File: src/hw/rtl/pru_pkg.sv
// Package for the packed raw pixel unpacker.
// Holds mode and register codes, bit-stream constants and the structs
// passed between the unpack and position modules. No dependencies.
`timescale 1ns / 1ps

package pru_pkg;

  // bit_depth_mode codes; code 3 is treated like the 16-bit mode
  localparam logic [1:0] MODE_12 = 2'd0;
  localparam logic [1:0] MODE_14 = 2'd1;
  localparam logic [1:0] MODE_16 = 2'd2;

  // configuration register indexes
  localparam logic [1:0] REG_MODE   = 2'd0;
  localparam logic [1:0] REG_WIDTH  = 2'd1;
  localparam logic [1:0] REG_HEIGHT = 2'd2;

  localparam int unsigned CFG_W = 15;

  localparam logic [15:0] MASK_12   = 16'h0FFF;
  localparam logic [15:0] MASK_14   = 16'h3FFF;
  localparam logic [4:0]  DEPTH_12  = 5'd12;
  localparam logic [4:0]  DEPTH_14  = 5'd14;
  localparam logic [4:0]  BYTE_BITS = 5'd8;
  // largest pending count: 13 left over plus one new byte
  localparam logic [4:0]  MAX_PEND  = 5'd21;

  typedef struct packed {
    logic        valid;
    logic [15:0] value;
  } pix_t;

  typedef struct packed {
    logic row_end;
    logic frame_end;
  } pos_flags_t;

endpackage

File: src/hw/rtl/pru_unpack.sv
// Bit accumulator and pixel extraction for the raw pixel unpacker.
// Depends on pru_pkg; frame-end flags come from pru_pos.
`timescale 1ns / 1ps

module pru_unpack import pru_pkg::*; (
  input  logic             clk_i,
  input  logic             rst_ni,
  input  logic             adv_i,
  input  logic [1:0]       mode_i,
  input  logic [7:0]       byte_i,
  input  pos_flags_t       flags_i,
  output pix_t             pix_o
);

  logic [23:0] acc_q, acc_d;
  logic [4:0]  pend_q, pend_d;
  logic [23:0] acc_sh;
  logic [23:0] shifted;
  logic [4:0]  pend_add;
  logic [4:0]  depth;
  logic [15:0] mask;
  logic        packed_mode;

  assign packed_mode = (mode_i == MODE_12) || (mode_i == MODE_14);
  assign depth       = (mode_i == MODE_12) ? DEPTH_12 : DEPTH_14;
  assign mask        = (mode_i == MODE_12) ? MASK_12 : MASK_14;
  assign acc_sh      = {acc_q[15:0], byte_i};
  assign pend_add    = pend_q + BYTE_BITS;

  always_comb begin
    pix_o.valid = 1'b0;
    pix_o.value = 16'd0;
    acc_d       = acc_q;
    pend_d      = pend_q;
    shifted     = 24'd0;
    if (packed_mode) begin
      acc_d  = acc_sh;
      pend_d = pend_add;
      if (pend_add >= depth) begin
        pend_d      = pend_add - depth;
        shifted     = acc_sh >> pend_d;
        pix_o.valid = 1'b1;
        pix_o.value = shifted[15:0] & mask;
      end
    end else begin
      // 16-bit little endian: low byte waits, high byte completes the pixel
      if (pend_q < BYTE_BITS) begin
        acc_d  = {16'd0, byte_i};
        pend_d = BYTE_BITS;
      end else begin
        pix_o.valid = 1'b1;
        pix_o.value = {byte_i, acc_q[7:0]};
        acc_d       = 24'd0;
        pend_d      = 5'd0;
      end
    end
    // alignment restarts after the last pixel of a frame
    if (pix_o.valid && flags_i.frame_end) begin
      acc_d  = 24'd0;
      pend_d = 5'd0;
    end
  end

  always_ff @(posedge clk_i or negedge rst_ni) begin
    if (!rst_ni) begin
      acc_q  <= 24'd0;
      pend_q <= 5'd0;
    end else if (adv_i) begin
      acc_q  <= acc_d;
      pend_q <= pend_d;
    end
  end

`ifndef SYNTHESIS
  a_pend_bound: assert property (@(posedge clk_i) disable iff (!rst_ni)
    pend_q <= MAX_PEND)
    else $error("pending bit count out of range");

  a_frame_restart: assert property (@(posedge clk_i) disable iff (!rst_ni)
    (adv_i && pix_o.valid && flags_i.frame_end) |=> (pend_q == 5'd0 && acc_q == 24'd0))
    else $error("accumulator not cleared after frame end");
`endif

endmodule

File: src/hw/rtl/pru_pos.sv
// Column and row counters for the raw pixel unpacker.
// Depends on pru_pkg; flags row end and frame end of each pixel.
`timescale 1ns / 1ps

module pru_pos import pru_pkg::*; #(
  parameter int unsigned MAX_DIMENSION = 16384
) (
  input  logic             clk_i,
  input  logic             rst_ni,
  input  logic             pix_adv_i,
  input  logic [CFG_W-1:0] width_i,
  input  logic [CFG_W-1:0] height_i,
  output pos_flags_t       flags_o
);

  localparam int unsigned CW = $clog2(MAX_DIMENSION);
  localparam int unsigned EW = 17;
  localparam logic [EW-1:0] MAX_V  = EW'(MAX_DIMENSION);
  localparam logic [CW-1:0] LAST_V = CW'(MAX_DIMENSION - 1);

  logic [CW-1:0] col_q, col_d;
  logic [CW-1:0] row_q, row_d;
  logic [CW-1:0] last_w, last_h;
  logic [EW-1:0] w_ext, h_ext;
  logic [EW-1:0] w_m1, h_m1;

  assign w_ext = EW'(width_i);
  assign h_ext = EW'(height_i);
  assign w_m1  = w_ext - EW'(1);
  assign h_m1  = h_ext - EW'(1);

  // clamp sizes to 1..MAX_DIMENSION, expressed as last index
  always_comb begin
    if (w_ext == '0)         last_w = '0;
    else if (w_ext > MAX_V)  last_w = LAST_V;
    else                     last_w = w_m1[CW-1:0];
    if (h_ext == '0)         last_h = '0;
    else if (h_ext > MAX_V)  last_h = LAST_V;
    else                     last_h = h_m1[CW-1:0];
  end

  always_comb begin
    flags_o.row_end   = (col_q >= last_w);
    flags_o.frame_end = flags_o.row_end && (row_q >= last_h);
    col_d = col_q + CW'(1);
    row_d = row_q;
    if (flags_o.row_end) begin
      col_d = '0;
      row_d = flags_o.frame_end ? '0 : row_q + CW'(1);
    end
  end

  always_ff @(posedge clk_i or negedge rst_ni) begin
    if (!rst_ni) begin
      col_q <= '0;
      row_q <= '0;
    end else if (pix_adv_i) begin
      col_q <= col_d;
      row_q <= row_d;
    end
  end

`ifndef SYNTHESIS
  a_row_wrap: assert property (@(posedge clk_i) disable iff (!rst_ni)
    (pix_adv_i && flags_o.row_end) |=> (col_q == '0))
    else $error("column counter did not wrap at row end");
`endif

endmodule

File: src/hw/rtl/packed_raw_pixel_unpacker.sv
// An accepted byte is held in the input register, then its pixel in the result register.
// Throughput: one byte per cycle while the result register is free or draining; a pixel per
// 1.5 bytes (12-bit), 1.75 bytes (14-bit) or 2 bytes (16-bit).
// Reset (rst_ni low, asynchronous): pipeline empty, accumulator and counters zero,
// mode 12-bit, width 1, height 1.
// Top level: stream ports, config and pipeline registers; uses pru_pkg, pru_unpack, pru_pos.
`timescale 1ns / 1ps

module packed_raw_pixel_unpacker import pru_pkg::*; #(
  parameter int unsigned MAX_DIMENSION = 16384
) (
  input  logic             clk_i,
  input  logic             rst_ni,
  input  logic             cfg_we_i,
  input  logic [1:0]       cfg_idx_i,
  input  logic [CFG_W-1:0] cfg_wdata_i,
  input  logic             s_axis_tvalid_i,
  output logic             s_axis_tready_o,
  input  logic [7:0]       s_axis_tdata_i,   // [7:0] data_byte
  output logic             m_axis_tvalid_o,
  input  logic             m_axis_tready_i,
  output logic [15:0]      m_axis_tdata_o,   // [15:0] pixel_value
  output logic             m_axis_tlast_o,   // row_end
  output logic             m_axis_tuser_o    // frame_end
);

  logic [1:0]       mode_q;
  logic [CFG_W-1:0] width_q, height_q;

  logic       in_v_q, in_v_d;
  logic [7:0] in_byte_q;
  logic       out_v_q, out_v_d;
  logic [15:0] out_pix_q;
  logic       out_row_q, out_frame_q;

  logic       adv;
  logic       s_acc;
  pix_t       pix;
  pos_flags_t flags;

  always_ff @(posedge clk_i or negedge rst_ni) begin
    if (!rst_ni) begin
      mode_q   <= MODE_12;
      width_q  <= CFG_W'(1);
      height_q <= CFG_W'(1);
    end else if (cfg_we_i) begin
      case (cfg_idx_i)
        REG_MODE:   mode_q   <= cfg_wdata_i[1:0];
        REG_WIDTH:  width_q  <= cfg_wdata_i;
        REG_HEIGHT: height_q <= cfg_wdata_i;
        default: ;
      endcase
    end
  end

  // the held byte moves on when the result register is free or draining
  assign adv             = in_v_q && (!out_v_q || m_axis_tready_i);
  assign s_axis_tready_o = !in_v_q || adv;
  assign s_acc           = s_axis_tvalid_i && s_axis_tready_o;

  assign in_v_d  = s_acc || (in_v_q && !adv);
  assign out_v_d = adv ? pix.valid : (out_v_q && !m_axis_tready_i);

  always_ff @(posedge clk_i or negedge rst_ni) begin
    if (!rst_ni) begin
      in_v_q  <= 1'b0;
      out_v_q <= 1'b0;
    end else begin
      in_v_q  <= in_v_d;
      out_v_q <= out_v_d;
    end
  end

  always_ff @(posedge clk_i) begin
    if (s_acc) in_byte_q <= s_axis_tdata_i;
    if (adv && pix.valid) begin
      out_pix_q   <= pix.value;
      out_row_q   <= flags.row_end;
      out_frame_q <= flags.frame_end;
    end
  end

  pru_unpack u_unpack (
    .clk_i   (clk_i),
    .rst_ni  (rst_ni),
    .adv_i   (adv),
    .mode_i  (mode_q),
    .byte_i  (in_byte_q),
    .flags_i (flags),
    .pix_o   (pix)
  );

  pru_pos #(
    .MAX_DIMENSION (MAX_DIMENSION)
  ) u_pos (
    .clk_i     (clk_i),
    .rst_ni    (rst_ni),
    .pix_adv_i (adv && pix.valid),
    .width_i   (width_q),
    .height_i  (height_q),
    .flags_o   (flags)
  );

  assign m_axis_tvalid_o = out_v_q;
  assign m_axis_tdata_o  = out_pix_q;
  assign m_axis_tlast_o  = out_row_q;
  assign m_axis_tuser_o  = out_frame_q;

`ifndef SYNTHESIS
  a_frame_is_row: assert property (@(posedge clk_i) disable iff (!rst_ni)
    (m_axis_tvalid_o && m_axis_tuser_o) |-> m_axis_tlast_o)
    else $error("frame end without row end");

  a_stall_cause: assert property (@(posedge clk_i) disable iff (!rst_ni)
    !s_axis_tready_o |-> (in_v_q && out_v_q && !m_axis_tready_i))
    else $error("input stalled without a blocked result");
`endif

endmodule
File: config.mk
export PLATFORM = sky130hd
export DESIGN_NAME = packed_raw_pixel_unpacker
export DESIGN_NICKNAME = d
export VERILOG_FILES = /design/src/hw/rtl/pru_pkg.sv /design/src/hw/rtl/pru_unpack.sv /design/src/hw/rtl/pru_pos.sv /design/src/hw/rtl/packed_raw_pixel_unpacker.sv
export SDC_FILE = /design/constraint.sdc
export NUM_CORES = 1
export LEC_CHECK = 0
export ABC_AREA = 1
export BUFFER_PORTS_ARGS = -buffer_cell sky130_fd_sc_hd__buf_2
export CORE_ASPECT_RATIO = 0.6
export CORE_MARGIN = 2
export CORE_UTILIZATION = 40
export DETAILED_ROUTE_END_ITERATION = 7
export SLEW_MARGIN = 0
export SYNTH_ARGS = -nofsm -noshare
export SYNTH_HDL_FRONTEND = slang
export SYNTH_SLANG_ARGS = --single-unit
File: constraint.sdc
create_clock -name clk_i -period 3.2 [get_ports clk_i]
set_clock_uncertainty 0.1 [all_clocks]
set_input_delay 0.16 -clock clk_i [delete_from_list [all_inputs] [get_ports clk_i]]
set_output_delay 0.16 -clock clk_i [all_outputs]
set_load 0.005 [all_outputs]
==> summary.txt, run 1 <==
Floorplan
  • Initial core utilization: 0.405
  • Top Ports: 50
  • Site Rows: 38
  • DIE AREA: 19,300 um2
  • Die X: 178 um
  • CORE AREA: 17,900 um2
  • Die H: 108 um

Final layout
  • Fin nets: 1,172
  • Share of layout cells above drive strength 1: 0.121
  • Fillers: 1,796
  • N_diodes: 0
  • Util after Layout: 0.474
  • Area Overhead vs Synth: 17.0%
  • Final Non-Filler Cells: 1,349

Yosys
  • Yosys warning total: 0
  • Most used DFF post-synth: dfrtp_1
  • Async SR Flop Fraction: 0.759
  • Share of the synthesized area in the top cell type: 0.275
  • Synthesized flop and latch total: 108
  • Post-Syn Nets: 1,100
  • Netlist Area Pre-Place: 7270 um2
  • Synth top area cells: dfrtp_1 28%, nand2_1 18%, edfxtp_1 11%
  • Syn avg cell area: 7.04 um2
  • Yosys top cell by area: dfrtp_1
  • Mapped Cells: 1,032
  • Netlist cell types: 40
  • Post-synth EDFFs: 26
  • Top post-synthesis cells by count: 347 x nand2_1, 117 x inv_1, 100 x o21ai_0, 92 x nor2_1, 80 x dfrtp_1
  • Most frequent cell after synthesis: nand2_1
  • Post-synthesis sequential area ratio: 0.390

Detailed routing
  • Vias per cell: 5.04
  • Detail Route Antenna Nets: 0
  • Drc violations: 0
  • Initial DRC Count: 595
  • Vias: 6,793
  • 1st-pass router iterations: 6
  • Routed WL per cell: 14.7 um
  • Wirelength, routed: 19,800 um

GRT
  • Number of global-route vias before repair: 6,091
  • Largest net degree at the start of global routing: 46
  • M1 GR Usage: 0.366
  • Most used routing layer: met1
  • Overflow left after global routing: 0
  • Initial antenna violation count: 1
  • First-pass GRT wire length: 32,200 um
  • GRT Overall Usage: 0.214
  • GRT met2 Usage: 0.262
  • Met3 GRT Util: 0.0482

STA
  • Slew @ Worst Pin: 967 ps
  • FMAX: 0.334 GHz
  • Max-slew violations: 0
  • Max_slew headroom: 0.353
  • Crit path time final: 2990 ps
  • Period Utilization, post-route: 0.935
  • Final hold vios: 0
  • Final Setup Violations: 0

Placement
  • Port Buffers: 49
  • GP Congestion: 0.918
  • DP HPWL: 15,100 um
  • Placed cells: 1,315

Worst setup path
  • Required time of the critical path: 3350 ps
  • Endpoint type of the worst setup path: register
  • Crit-path max FO: 17
  • Worst r2r path cells: 18
  • Worst reg-to-reg setup slack: 210 ps
  • Reg2reg start: width_q[1]$_DFFE_PN0P_
  • WP data arrival: 3140 ps
  • Setup Crit Path Kind: reg2reg
  • FF-to-FF End: u_unpack.acc_q[1]$_DFFE_PN0P_
  • CP startpoint kind: register

Power and ir drop
  • PwrDens: 797 nW/um2
  • Leak pwr: 4.26 nW
  • Maximum VDD drop: 0.425 mV

Status
  • Status: finished, final reports clean

CTS
  • Root Driver: clkbuf_16
  • Worst-Skew Late Latency: 360 ps
  • CTS H-tree depth: 3
  • Total CTS buffers: 9
  • Clk slew on worst S/H paths: 70 ps
  • # clock sinks: 108
  • CTS tree: yes
  • CTS Buffer Depth: 2

Hold path
  • Hold endpoint: height_q[11]$_DFFE_PN0P_
  • Hold Path Class: in2reg
  • Hold path start: cfg_wdata_i[11]
  • Hold Path Cell Cnt: 3

Job
  • Number of max-cap violations: 0
## routing by layer
metal | vias to the layer above | share of wire
met2 | 199 | 0.35
met1 | 3083 | 0.57
li1 | 3493 | -
met4 | 2 | 0.0075
met3 | 16 | 0.068
met5 | - | 0.00066
## sequential cells by signal, indices dropped and copies added (netlist names), 4 cells and up
name / flops
m_axis_tdata_o: 16
u_pos.col_q: 14
u_pos.row_q: 14
u_unpack.pend_q: 4
u_unpack.acc_q: 16
in_byte_q: 8
width_q: 15
height_q: 15
## logic make-up (layout without fill, tap and decap cells)
| family | after synthesis | after routing | share of synthesized area |
|---|---|---|---|
| compound gates | 147 | 147 | 0.109 |
| xor+xnor | 17 | 17 | 0.0205 |
| fa+ha+maj | 38 | 38 | 0.0654 |
| buf+inv | 155 | 231 | 0.0881 |
| flops | 108 | 108 | 0.390 |
| simple gates | 567 | 568 | 0.327 |
## worst max-delay path: stages, from the launching register on
cell and delay, ps:
dfrtp_1 400, inv_1 110, ha_2 210, nand2_1 90, or2_2 290, nor2_1 110
xor2_1 180, o21ai_0 110, ha_1 280, nand2_1 70, nor2_1 110, nand2_1 60
nand2_1 80, nand2_2 100, nand3_4 180, nand3_2 110, buf_12 170, nand2_1 60
nand2_1 50
## area by class of cell
| cell class | instances | area [um2] | share of cell area |
|---|---|---|---|
| inverter | 122 | 460 | 0.0542 |
| timing repair buffer | 93 | 693 | 0.0815 |
| clock buffer | 11 | 254 | 0.0299 |
| sequential | 108 | 2840 | 0.334 |
| tap | 240 | 300 | 0.0353 |
| multi-input combinational | 770 | 3900 | 0.459 |
| clock inverter | 5 | 56.3 | 0.00662 |
## how the worst max path moves through the flow
stage / from / end / slack (ps) / cells after the start
floorplan: width_q[0]$_DFFE_PN1P_ / u_unpack.acc_q[5]$_DFFE_PN0P_ / 360 / 18
global placement: width_q[1]$_DFFE_PN0P_ / m_axis_tuser_o$_DFFE_PP_ / 150 / 18
detailed placement: width_q[0]$_DFFE_PN1P_ / u_pos.col_q[11]$_DFFE_PN0P_ / 110 / 17
CTS: width_q[0]$_DFFE_PN1P_ / u_pos.col_q[11]$_DFFE_PN0P_ / 90 / 17
global route: width_q[1]$_DFFE_PN0P_ / u_unpack.acc_q[7]$_DFFE_PN0P_ / -20 / 20
finish: width_q[1]$_DFFE_PN0P_ / u_unpack.acc_q[1]$_DFFE_PN0P_ / 210 / 18
## cells in the final DEF (no fill, tap or decap), types with 2 or more instances in the layout
master         count
clkinv_2           2
nor4_2             3
o21ai_1            3
o211ai_1           5
a21oi_1           20
o21ai_0          100
dlygate4sd3_1     14
ha_1              37
nor3_1            17
nand2_2            6
nor2_4             4
dfrtp_1           80
o21bai_1           4
nor2_1            86
buf_2             48
nor2_2             4
nand3_1           60
clkinv_1           2
o31ai_1            2
inv_1            117
clkbuf_16         11
nand2_4            2
nand3_4            2
buf_12             5
dfstp_2            2
buf_4             25
inv_2              2
nand4_1           28
xor2_1            13
or2_2              9
xnor2_1            4
edfxtp_1          26
o22ai_1            7
nand2_1          342
## per-stage QoR
step | cell area [um2] | setup slack [ps] | power [W] | hold slack (ps) | setup TNS (ps)
after floorplan | 7270 | 358 | 0.00440 | -236 | 0
after CTS | 8340 | 86.0 | 0.00667 | 6.75 | 0
after global routing | 8500 | -23.3 | 0.00735 | 22.4 | -193
final | 8500 | 209 | 0.00678 | 11.6 | 0
after global placement | 7890 | 151 | 0.00544 | 76.6 | 0
after detailed placement | 7890 | 109 | 0.00546 | 81.6 | 0
## power by group
| part | internal (W) | total [W] | switching [W] |
|---|---|---|---|
| Combinational | 0.00122 | 0.00342 | 0.00219 |
| Sequential | 0.00186 | 0.00217 | 0.000319 |
| Clock | 0.000656 | 0.00119 | 0.000531 |
| Total | 0.00373 | 0.00678 | 0.00304 |
## what timing repair did
item / CTS / global route
hold endpoints to repair: 53 / 0
setup endpoints to repair: 0 / 48
buffers inserted: 0 / 2
hold buffers: 14 / 0
gates resized for setup: 0 / 27
(Power assumes the default switching activity.)
==> run 2, diff against run 1 <==
--- a/config.mk
+++ b/config.mk
@@ -14,4 +14,5 @@
 export SLEW_MARGIN = 0
 export SYNTH_ARGS = -nofsm -noshare
 export SYNTH_HDL_FRONTEND = slang
+export SYNTH_HIERARCHICAL = 1
 export SYNTH_SLANG_ARGS = --single-unit
==> run 2 against run 1 <==
  * Combinational power is essentially flat
  * Register-to-register slack is essentially flat
  * Non-clock buffer count grew 13
  * Highest routed layer is now met4
  * Sequential power about the same
  * Total power grew 0.59%
  * First-iteration DRC count is 27% higher
==> summary.txt, run 2 <==
Detailed routing
  • Wirelength, routed: 21,200 um
  • 1st-pass router iterations: 5
  • Vias per cell: 5.14
  • Detail Route Antenna Nets: 0
  • Routed WL per cell: 15.5 um
  • Drc violations: 0
  • Initial DRC Count: 756
  • Vias: 7,058

Final layout
  • Commonest non-fill, non-tap cell in the layout: nand2_1
  • Most frequent cells in the layout: 372 x nand2_1, 97 x nand3_1, 80 x dfrtp_1
  • Fin nets: 1,190
  • Post-route cell area: 8900 um2
  • Share of layout cells above drive strength 1: 0.171
  • Area Overhead vs Synth: 15.8%
  • N_diodes: 0

Placement
  • DP HPWL: 15,900 um
  • Port Buffers: 49
  • GP Congestion: 0.887
  • Placed Area: 8210 um2
  • Pre-CTS WS: 50.0 ps

Worst setup path
  • Critical-path top delay cell: dfstp_2
  • CP cell instances: inv_1 -> ha_1 -> nor3b_2 -> nand3_4 -> buf_4 -> nand2_1 -> ha_1 -> nand2_1 -> nor2_2 -> nand2_2 -> nor2_1 -> nand2_1 -> nand3_4 -> inv_1 -> nor2_1 -> buf_6 -> nand2_8 -> nand3_1 -> nand2_1
  • Crit path top cell by count: nand2_1
  • Family with the most delay on the worst path: simple AND/OR/NAND/NOR gates
  • CP peak stage delay: 550 ps
  • Required time of the critical path: 3360 ps
  • CP startpoint kind: register
  • Crit-path max FO: 10
  • Endpoint type of the worst setup path: register
  • WP data arrival: 3160 ps
  • Setup Crit Path Kind: reg2reg
  • WP buf/inv: 4

STA
  • Max_slew headroom: 0.387
  • Setup ws final: 202 ps
  • Crit path time final: 3000 ps
  • Max-slew violations: 0
  • Period Utilization, post-route: 0.937
  • Final Setup Violations: 0
  • Worst hold slack: 135 ps
  • Final hold vios: 0
  • FMAX: 0.334 GHz
  • Setup_tns: 0 ps
  • Unrepaired setup endpoints after global routing: false
  • Slew @ Worst Pin: 916 ps

Yosys
  • Mapped Cells: 1,043
  • Async SR Flop Fraction: 0.759
  • Yosys top cell by area: dfrtp_1
  • Most frequent cell after synthesis: nand2_1
  • Post-Syn Nets: 1,111
  • Top post-synthesis cells by count: 373 x nand2_1, 99 x nand3_1, 82 x nor2_1, 80 x dfrtp_1, 79 x inv_1
  • Share of the synthesized area in the top cell type: 0.260
  • Post-synth EDFFs: 26
  • Netlist cell types: 49
  • Synthesized flop and latch total: 108
  • Post-synthesis sequential area ratio: 0.369
  • Netlist Area Pre-Place: 7690 um2
  • Most used DFF post-synth: dfrtp_1
  • Yosys warning total: 6
  • Syn avg cell area: 7.37 um2
  • Synth top area cells: dfrtp_1 26%, nand2_1 18%, edfxtp_1 10%

Hold path
  • Hold Path Class: in2reg

Floorplan
  • CORE AREA: 18,900 um2
  • Die H: 111 um
  • DIE AREA: 20,400 um2
  • Site Rows: 39
  • Top Ports: 50
  • Die X: 183 um
  • Initial core utilization: 0.406

CTS
  • Clk slew on worst S/H paths: 80 ps
  • CTS H-tree depth: 3
  • CTS Buffer Depth: 2
  • Post-CTS setup buffer count: 0
  • CTS tree: yes
  • Root Driver: clkbuf_16
  • Total CTS buffers: 9
  • Worst-Skew Late Latency: 370 ps
  • # clock sinks: 108

GRT
  • GRT Overall Usage: 0.215
  • First-pass GRT wire length: 34,300 um
  • Overflow left after global routing: 0
  • Largest net degree at the start of global routing: 51
  • Initial antenna violation count: 0
  • Number of global-route vias before repair: 6,162

Job
  • Number of max-cap violations: 0

Power and ir drop
  • PwrDens: 766 nW/um2
  • Maximum VDD drop: 0.376 mV
  • Leak pwr: 4.53 nW

Status
  • Status: finished, final reports clean
[run 2: cell count changes after synthesis, sizes merged, moves of 3 or more]
cell / before / now
clkbuf: 14 / 3
xor2: 13 / 16
nand2: 351 / 397
o22ai: 7 / 1
nand3: 62 / 113
inv: 120 / 96
buf: 19 / 36
o21ai: 103 / 32
a21oi: 20 / 23
nand4: 28 / 54
nor3: 18 / 9
or2: 11 / 2
[run 2: worst paths after layout]
check | to | start | slack [ps] | cells after the start
min | height_q[0]$_DFFE_PN1P_ | cfg_idx_i[1] | 130 | 3
min in group asynchronous | u_unpack/acc_q[1]$_DFFE_PN0P_ | rst_ni | 240 | 2
max | u_unpack/acc_q[10]$_DFFE_PN0P_ | width_q[0]$_DFFE_PN1P_ | 200 | 19
max in group asynchronous | u_pos/row_q[13]$_DFFE_PN0P_ | rst_ni | 1950 | 3
min reg2reg | width_q[1]$_DFFE_PN0P_ | width_q[1]$_DFFE_PN0P_ | 380 | 2
max reg2reg | u_unpack/acc_q[10]$_DFFE_PN0P_ | width_q[0]$_DFFE_PN1P_ | 200 | 19
[run 2: kinds of logic (layout without fill, tap and decap cells)]
| group | Yosys count | after routing | synth area share |
|---|---|---|---|
| flip-flops | 108 | 108 | 0.369 |
| AND/OR/NAND/NOR | 675 | 676 | 0.408 |
| XOR/XNOR | 20 | 20 | 0.0228 |
| AO/OA/AOI/OAI | 67 | 67 | 0.0513 |
| buffers and inverters | 135 | 218 | 0.0870 |
| adder cells (fa/ha/maj) | 38 | 38 | 0.0618 |
[run 2: stage by stage]
| step | utilization | cells | power [W] |
|---|---|---|---|
| after global routing | 0.470 | 1373 | 0.00734 |
| after global placement | 0.434 | 1330 | 0.00547 |
| after floorplan | - | 1043 | 0.00453 |
| after CTS | 0.464 | 1372 | 0.00671 |
| after detailed placement | 0.434 | 1330 | 0.00547 |
| final | 0.470 | 1373 | 0.00682 |
[run 2: power by group]
part	leakage, nW	total [W]	internal, W	switching, W
Sequential	1.31	0.00218	0.00181	0.000365
Clock	0.155	0.00119	0.000569	0.000624
Combinational	3.07	0.00345	0.00117	0.00228
[run 2: worst register-to-register path, stage by stage, from the launching register on]
cell     delay, ps
dfstp_2        550
inv_1           70
ha_1           250
nor3b_2        200
nand3_4        120
buf_4          140
nand2_1         50
ha_1           310
nand2_1         70
nor2_2         100
nand2_2         80
nor2_1          90
nand2_1         90
nand3_4         80
inv_1           50
nor2_1         120
buf_6          180
nand2_8        100
nand3_1         80
nand2_1         50
[run 2: repair_timing]
action | CTS | global route
hold buffers | 26 | 0
hold endpoints to repair | 87 | 0
gates resized for setup | 0 | 27
endpoints found under the setup margin | 0 | 46
[run 2: layer usage]
layer	share of wire	wire length (um)	vias to the layer above	track usage
li1	-	-	3567	-
met1	0.56	11900	3197	0.387
met2	0.33	7050	282	0.235
met3	0.10	2170	12	0.0556
met4	0.0078	165	0	0.0400
met5	0	0	-	0
[run 2: cell type report]
class / instances / area [um2]
multi-input combinational: 801 / 4300
tap: 246 / 308
clock inverter: 7 / 96.3
inverter: 96 / 378
fill: 1912 / 10000
clock buffer: 9 / 225
timing repair buffer: 106 / 764
sequential: 108 / 2840
==> run 3, diff against run 2 <==
--- a/config.mk
+++ b/config.mk
@@ -11,6 +11,7 @@
 export CORE_MARGIN = 2
 export CORE_UTILIZATION = 40
 export DETAILED_ROUTE_END_ITERATION = 7
+export GPL_TIMING_DRIVEN = 0
 export SLEW_MARGIN = 0
 export SYNTH_ARGS = -nofsm -noshare
 export SYNTH_HDL_FRONTEND = slang
==> run 3 against run 2 <==
  * Final cell count up 2.2%
  * Clock-buffer cell count is the same
  * Via count increased by 4.2%
  * Global-route usage rose by 1.3 points
  * Largest cell class unchanged
  * Total power rose by 4.3%
==> summary.txt, run 3 (synthesis results as in run 2) <==
CTS
  • Root Driver: clkbuf_16
  • CTS H-tree depth: 3
  • Worst-Skew Late Latency: 360 ps
  • CTS Buffer Depth: 2
  • CTS tree: yes
  • # clock sinks: 108
  • Total CTS buffers: 9
  • Clk slew on worst S/H paths: 80 ps

STA
  • Final hold vios: 0
  • Period Utilization, post-route: 0.941
  • FMAX: 0.332 GHz
  • Max-slew violations: 0
  • Setup ws final: 187 ps
  • Final Setup Violations: 0
  • Slew @ Worst Pin: 762 ps
  • Crit path time final: 3010 ps
  • Max_slew headroom: 0.490

Final layout
  • Fin nets: 1,220
  • Commonest non-fill, non-tap cell in the layout: nand2_1
  • N_diodes: 0
  • Post-route cell area: 9270 um2
  • Most frequent cells in the layout: 369 x nand2_1, 92 x nand3_1, 75 x dfrtp_1
  • Util after Layout: 0.490
  • Share of layout cells above drive strength 1: 0.213
  • Final Non-Filler Cells: 1,403
  • Area Overhead vs Synth: 20.6%

Power and ir drop
  • PwrDens: 767 nW/um2
  • Maximum VDD drop: 0.351 mV
  • Switching power of the nets: 0.00346 W
  • Int Power: 0.00365 W
  • Sw frac: 0.487
  • Clk pwr share: 0.159
  • Register share of total power: 0.311
  • Comb power frac: 0.530
  • Leak pwr: 4.67 nW

Worst setup path
  • Reg2reg start: height_q[1]$_DFFE_PN0P_
  • WP data arrival: 3170 ps
  • Worst reg-to-reg setup slack: 190 ps
  • Required time of the critical path: 3360 ps
  • Crit-path max FO: 5
  • FF-to-FF End: u_unpack/acc_q[3]$_DFFE_PN0P_
  • CP startpoint kind: register
  • Worst r2r path cells: 23
  • Setup Crit Path Kind: reg2reg
  • Endpoint type of the worst setup path: register

Detailed routing
  • Detail Route Antenna Nets: 0
  • Routed WL per cell: 16.6 um
  • 1st-pass router iterations: 6
  • Wirelength, routed: 23,200 um
  • Drc violations: 0
  • Initial DRC Count: 803
  • Vias: 7,356
  • Vias per cell: 5.24

Hold path
  • Hold Path Cell Cnt: 3
  • Hold Path Class: in2reg
  • Hold path start: cfg_we_i
  • Hold endpoint: height_q[10]$_DFFE_PN0P_

GRT
  • Number of global-route vias before repair: 6,338
  • GRT Overall Usage: 0.228
  • Overflow left after global routing: 0
  • Largest net degree at the start of global routing: 66
  • First-pass GRT wire length: 35,800 um
  • Initial antenna violation count: 0

Placement
  • GP Congestion: 0.958
  • Placed cells: 1,336
  • Port Buffers: 46
  • Placed Area: 8270 um2
  • Pre-CTS WS: -732 ps
  • DP HPWL: 16,700 um

Floorplan
  • DIE AREA: 20,400 um2
  • Site Rows: 39
  • Top Ports: 50
  • CORE AREA: 18,900 um2
  • Initial core utilization: 0.406
  • Die H: 111 um
  • Die X: 183 um

Status
  • Status: finished, final reports clean

Job
  • Number of max-cap violations: 0
==> run 3: stage by stage <==
step,TNS [ps],hold WS [ps],power [W]
2_1_floorplan,0,-236,0.00453
3_3_place_gp,-22160,238,0.00560
3_5_place_dp,-25080,-35.6,0.00561
4_1_cts,0,22.2,0.00689
5_1_grt,-331,23.4,0.00763
6_report,0,33.1,0.00711
==> run 3: how the worst max path moves through the flow <==
stage,start,to,slack [ps]
2_1_floorplan,mode_q[1]$_DFFE_PN0P_,u_pos/col_q[13]$_DFFE_PN0P_,160
3_3_place_gp,mode_q[1]$_DFFE_PN0P_,u_pos/row_q[9]$_DFFE_PN0P_,-650
3_5_place_dp,mode_q[1]$_DFFE_PN0P_,u_pos/row_q[12]$_DFFE_PN0P_,-730
4_1_cts,mode_q[1]$_DFFE_PN0P_,u_pos/col_q[13]$_DFFE_PN0P_,8
5_1_grt,height_q[1]$_DFFE_PN0P_,u_unpack/acc_q[8]$_DFFE_PN0P_,-40
6_report,height_q[1]$_DFFE_PN0P_,u_unpack/acc_q[3]$_DFFE_PN0P_,190
==> run 3: per-layer routing <==
metal	track usage	up-vias	routed length [um]
li1	-	3642	-
met1	0.393	3374	12300
met2	0.263	328	8170
met3	0.0707	12	2580
met4	0.0368	0	140
met5	0	-	0
==> run 3: worst max-delay path, cell delays in order (launching register included) <==
cell	delay [ps]
dfrtp_1	390
inv_2	80
ha_2	180
nand2_1	80
nor2_4	150
inv_2	60
nor2_2	130
and2_4	170
nand2_1	50
nand2_1	60
o21ai_2	70
ha_1	290
nand2_2	70
nor2_2	100
nand2_1	60
nand2_1	60
nor2_1	40
nand2_2	80
nor2_4	50
nor2_4	210
nand2_4	130
clkbuf_16	180
nand3_1	60
nand2_1	50
==> run 3: cell type report <==
class	instances	area, um2
fillers	1861	9660
multi-input cells	802	4390
flip-flops and latches	108	2840
repair buffers	97	751
inverters	96	384
well taps	246	308
plain buffers	38	304
clock buffers	9	225
clock inverters	7	67.6
==> run 3: repair_timing <==
| action | in CTS | in global routing |
|---|---|---|
| cloned | 1 | 6 |
| hold buffers | 29 | 0 |
| pin swaps | 5 | 18 |
| hold endpoints to repair | 122 | 0 |
| buffers inserted | 6 | 10 |
| setup endpoints to repair | 67 | 43 |
| resized for setup | 12 | 51 |
==> run 3: power groups by stage <==
stage	logic (W)	registers, W	clock network, W
floorplan	0.00246	0.00207	0
global placement	0.00339	0.00221	0
detailed placement	0.00340	0.00221	0
CTS	0.00355	0.00218	0.00116
global route	0.00417	0.00224	0.00122
finish	0.00377	0.00221	0.00113
